**config.mk**
```make
export PLATFORM = sky130hd
export DESIGN_NAME = rps_queue
export DESIGN_NICKNAME = d
export VERILOG_FILES = /design/src/rtl/rps_pkg.sv /design/src/rtl/rps_queue.sv
export SDC_FILE = /design/constraint.sdc
export NUM_CORES = 1
export LEC_CHECK = 0
export ABC_AREA = 1
export BUFFER_PORTS_ARGS = -buffer_cell sky130_fd_sc_hd__buf_2
export CAP_MARGIN = 20
export CORE_MARGIN = 2
export CORE_UTILIZATION = 52
export DETAILED_ROUTE_END_ITERATION = 10
export MAX_ROUTING_LAYER = met4
export PLACE_DENSITY = 0.86
export SKIP_CTS_REPAIR_TIMING = 1
export SYNTH_ARGS = -nofsm -noshare
export SYNTH_HDL_FRONTEND = slang
export SYNTH_SLANG_ARGS = --single-unit
```
**constraint.sdc**
```tcl
create_clock -name clk -period 3.7 [get_ports clk]
set_input_delay 0.74 -clock clk [delete_from_list [all_inputs] [get_ports clk]]
set_output_delay 0.74 -clock clk [all_outputs]
set_load 0.1 [all_outputs]
```
**src/rtl/rps_pkg.sv**
```systemverilog
// Shared types and constants for the ray position sequencer.
// Used by every module of the block; depends on nothing.
package rps_pkg;

  localparam int MaxRange = 31;
  localparam int RangeW = 5;
  localparam int QueueDepth = 2;

  // Configuration register indexes.
  localparam logic [2:0] RegOriginX = 3'd0;
  localparam logic [2:0] RegOriginY = 3'd1;
  localparam logic [2:0] RegOriginZ = 3'd2;
  localparam logic [2:0] RegStepX = 3'd3;
  localparam logic [2:0] RegStepY = 3'd4;
  localparam logic [2:0] RegStepZ = 3'd5;

  // One classified request: closest index and both ranges.
  typedef struct packed {
    logic signed [34:0] q;
    logic [RangeW-1:0] fwd;
    logic [RangeW-1:0] back;
    logic far_first;
  } job_t;

endpackage

```
**src/rtl/rps_queue.sv**
```systemverilog
// Short job queue between the front and back parts.
// Uses rps_pkg for the job type and depth.
module rps_queue (
  input  logic clk,
  input  logic rst,
  input  logic wr_valid,
  output logic wr_stall,
  input  rps_pkg::job_t wr_job,
  output logic rd_valid,
  input  logic rd_stall,
  output rps_pkg::job_t rd_job
);

  rps_pkg::job_t slot [rps_pkg::QueueDepth];
  logic wp;
  logic rp;
  logic [1:0] cnt;
  logic push;
  logic pop;

  assign wr_stall = (cnt == 2'(rps_pkg::QueueDepth));
  assign rd_valid = (cnt != 2'd0);
  assign rd_job = slot[rp];
  assign push = wr_valid && !wr_stall;
  assign pop = rd_valid && !rd_stall;

  always_ff @(posedge clk) begin
    if (push) slot[wp] <= wr_job;
    if (rst) begin
      wp <= 1'b0;
      rp <= 1'b0;
      cnt <= '0;
    end else begin
      if (push) wp <= ~wp;
      if (pop) rp <= ~rp;
      cnt <= cnt + 2'(push) - 2'(pop);
    end
  end

`ifndef SYNTHESIS
  a_cnt: assert property (@(posedge clk) disable iff (rst)
    cnt <= 2'(rps_pkg::QueueDepth)) else $error("queue overflow");
  a_ptr: assert property (@(posedge clk) disable iff (rst)
    (cnt == 2'd0 || cnt == 2'd2) |-> wp == rp) else $error("pointer mismatch");
  a_keep: assert property (@(posedge clk) disable iff (rst)
    rd_valid && rd_stall |=> rd_valid) else $error("entry lost");
`endif

endmodule

```
==> results.toml <==
[status]
status = "complete, no violations"

[floorplanning]
std_cell_rows = 31
start_util_pct = 52.8
ios = 98
die_w_microns = 89.1
die-area_sq_mm = 0.00795
core-area_sq_mm = 0.00714
die_h_microns = 89.1

[cells_and_area]
insertedDiodeCount = 0
fin_nets = 339
fill_cells = 551
final_util_pct = 63.5
area_growth_pct = 20.2
layout-drive-gt1-share_pct = 55.5

[timing]
post-route-period-util_pct = 76.3
whs_ns = 0.532
worst_slack_ns = 0.877
hold_viol = 0
tightest_slew_ns = 0.997
rsz0062_at_grt = "false"
fmax_mhz = 354
skew_ns = 0.00847
slew_headroom_pct = 33.4
period_needed_ns = 2.82
fin_tns_setup_ns = 0
setup_violations = 0
maxSlewViolCount = 0

[yosys]
synthCells = 181
ys_types = 12
syn-num-nets = 233
synth_seq_cells = 97
syn_area_sq_mm = 0.00377
yosys.area.top_type_share_pct = 73.3
yosysWarnings = 0
syn_avg_cell_area_sq_um = 20.8
synthTopCellsByArea = "edfxtp_1 73%, mux2_4 16%, dfxtp_1 2.7%"
ys_seq_area_share_pct = 75.9
yosysTopAreaCell = "edfxtp_1"

[drt]
ant_nets = 0
drc_errors = 0
wire_per_inst_microns = 15.2
vias = 1897
initialDrtViolationCount = 65
drt_pass1_iterations = 4
wirelength_microns = 5910
avgViaCountPerCell = 4.88

[clock_tree]
cts_buffers = 9
clock_latency_ns = 0.35
h-tree-depth = 3
clock_sinks = 97
cts.path.max_buffers = 2
root_buffer = "clkbuf_8"
clkTransAtPathRegs_ns = 0.08
cts_tree = "done"

[worst_setup_path]
worst-endpoint-required_ns = 2.96
worst-setup-path-type = "flop to primary output"
critPathMaxFanout = 28
startpoint_type = "flop"
critPathCaptureType = "primary output"
rr_startpoint = "cnt[0]"
cp.arrival_ns = 2.08

[place]
dpl.hpwl_microns = 3950
finalWeightedCongestion = 0.663
dp_slack_ns = 1.24
port_buffers = 97

[global_routing]
antenna_found_initial = 0
overflow = 0
grt_pass1_wl_microns = 8310
track_usage_pct = 15.0
grt_pass1_vias = 1829
grt_max_degree = 47

[job]
drv_cap = 0

[min_path]
min-delay-start = "rp"
holdCritPathClass = "flop to flop"
==> cells in the mapped netlist (all sizes together) <==
master / n
nor2: 9
buf: 5
edfxtp: 92
mux2: 46
nand3: 3
inv: 9
ha: 2
a21oi: 2
dfxtp: 5
nand2: 8
==> cells by family (layout without fill, tap and decap cells) <==
| group | count (synthesis) | count (layout) | share of synthesized area (%) |
|---|---|---|---|
| AOI/OAI and AO/OA | 2 | 2 | 0.266 |
| adders and majority gates | 2 | 2 | 0.664 |
| buffers and inverters | 14 | 123 | 3.32 |
| DFF | 97 | 97 | 75.9 |
| muxes | 46 | 46 | 17.7 |
| and+or+nand+nor | 20 | 20 | 2.09 |
==> layout make-up <==
| class | instances | area [sq um] | share of cell area (%) |
|---|---|---|---|
| Clock inverter | 3 | 67.6 | 1.49 |
| Inverter | 9 | 33.8 | 0.746 |
| Sequential cell | 97 | 2860 | 63.2 |
| Multi-Input combinational cell | 70 | 790 | 17.4 |
| Timing Repair Buffer | 100 | 520 | 11.5 |
| Clock buffer | 11 | 131 | 2.90 |
| Tap cell | 99 | 124 | 2.73 |
==> metal layers <==
metal,GRT usage (%),part of all wire (%),up-vias
met4,7.33,1.9,0
met5,-,0,-
li1,-,-,894
met2,24.7,50,67
met1,17.2,42,925
met3,3.51,5.7,11
==> final timing paths <==
path | to | slack (ns) | depth (start not counted)
hold reg to reg | rp | 0.53 | 2
setup reg to reg | slot[0][39] | 1.68 | 5
hold / removal | rp | 0.53 | 2
setup / recovery | rd_job[4] | 0.88 | 3
==> metrics by stage <==
stage,instance area [sq um],instances
after floorplan,3770,181
after global placement,4330,375
after detailed placement,4330,375
after CTS,4530,389
after global routing,4530,389
final,4530,389
==> cell usage in the layout (no fill, tap or decap), types with 2 or more instances in the layout <==
cell type	instances
buf_2	97
edfxtp_1	92
mux2_4	40
clkbuf_8	9
nor2_1	8
inv_1	8
nand2_1	8
mux2_2	6
dfxtp_1	4
nand3_1	3
a21oi_1	2
ha_1	2
bufinv_16	2
clkbuf_1	2
buf_4	2
==> state kept, by name, indices dropped and copies added (netlist names), named ones only <==
signal  cells
wp          1
rp          1
cnt         2
slot       92
==> critical path, stage by stage, from the launching register on <==
cell and delay (ns):
dfxtp_2 0.74, buf_12 0.31, mux2_2 0.37, buf_2 0.29
Power is left out: the tool's default activity adds up to more than one toggle a clock period on the data nets, which glitch-free logic cannot reach.
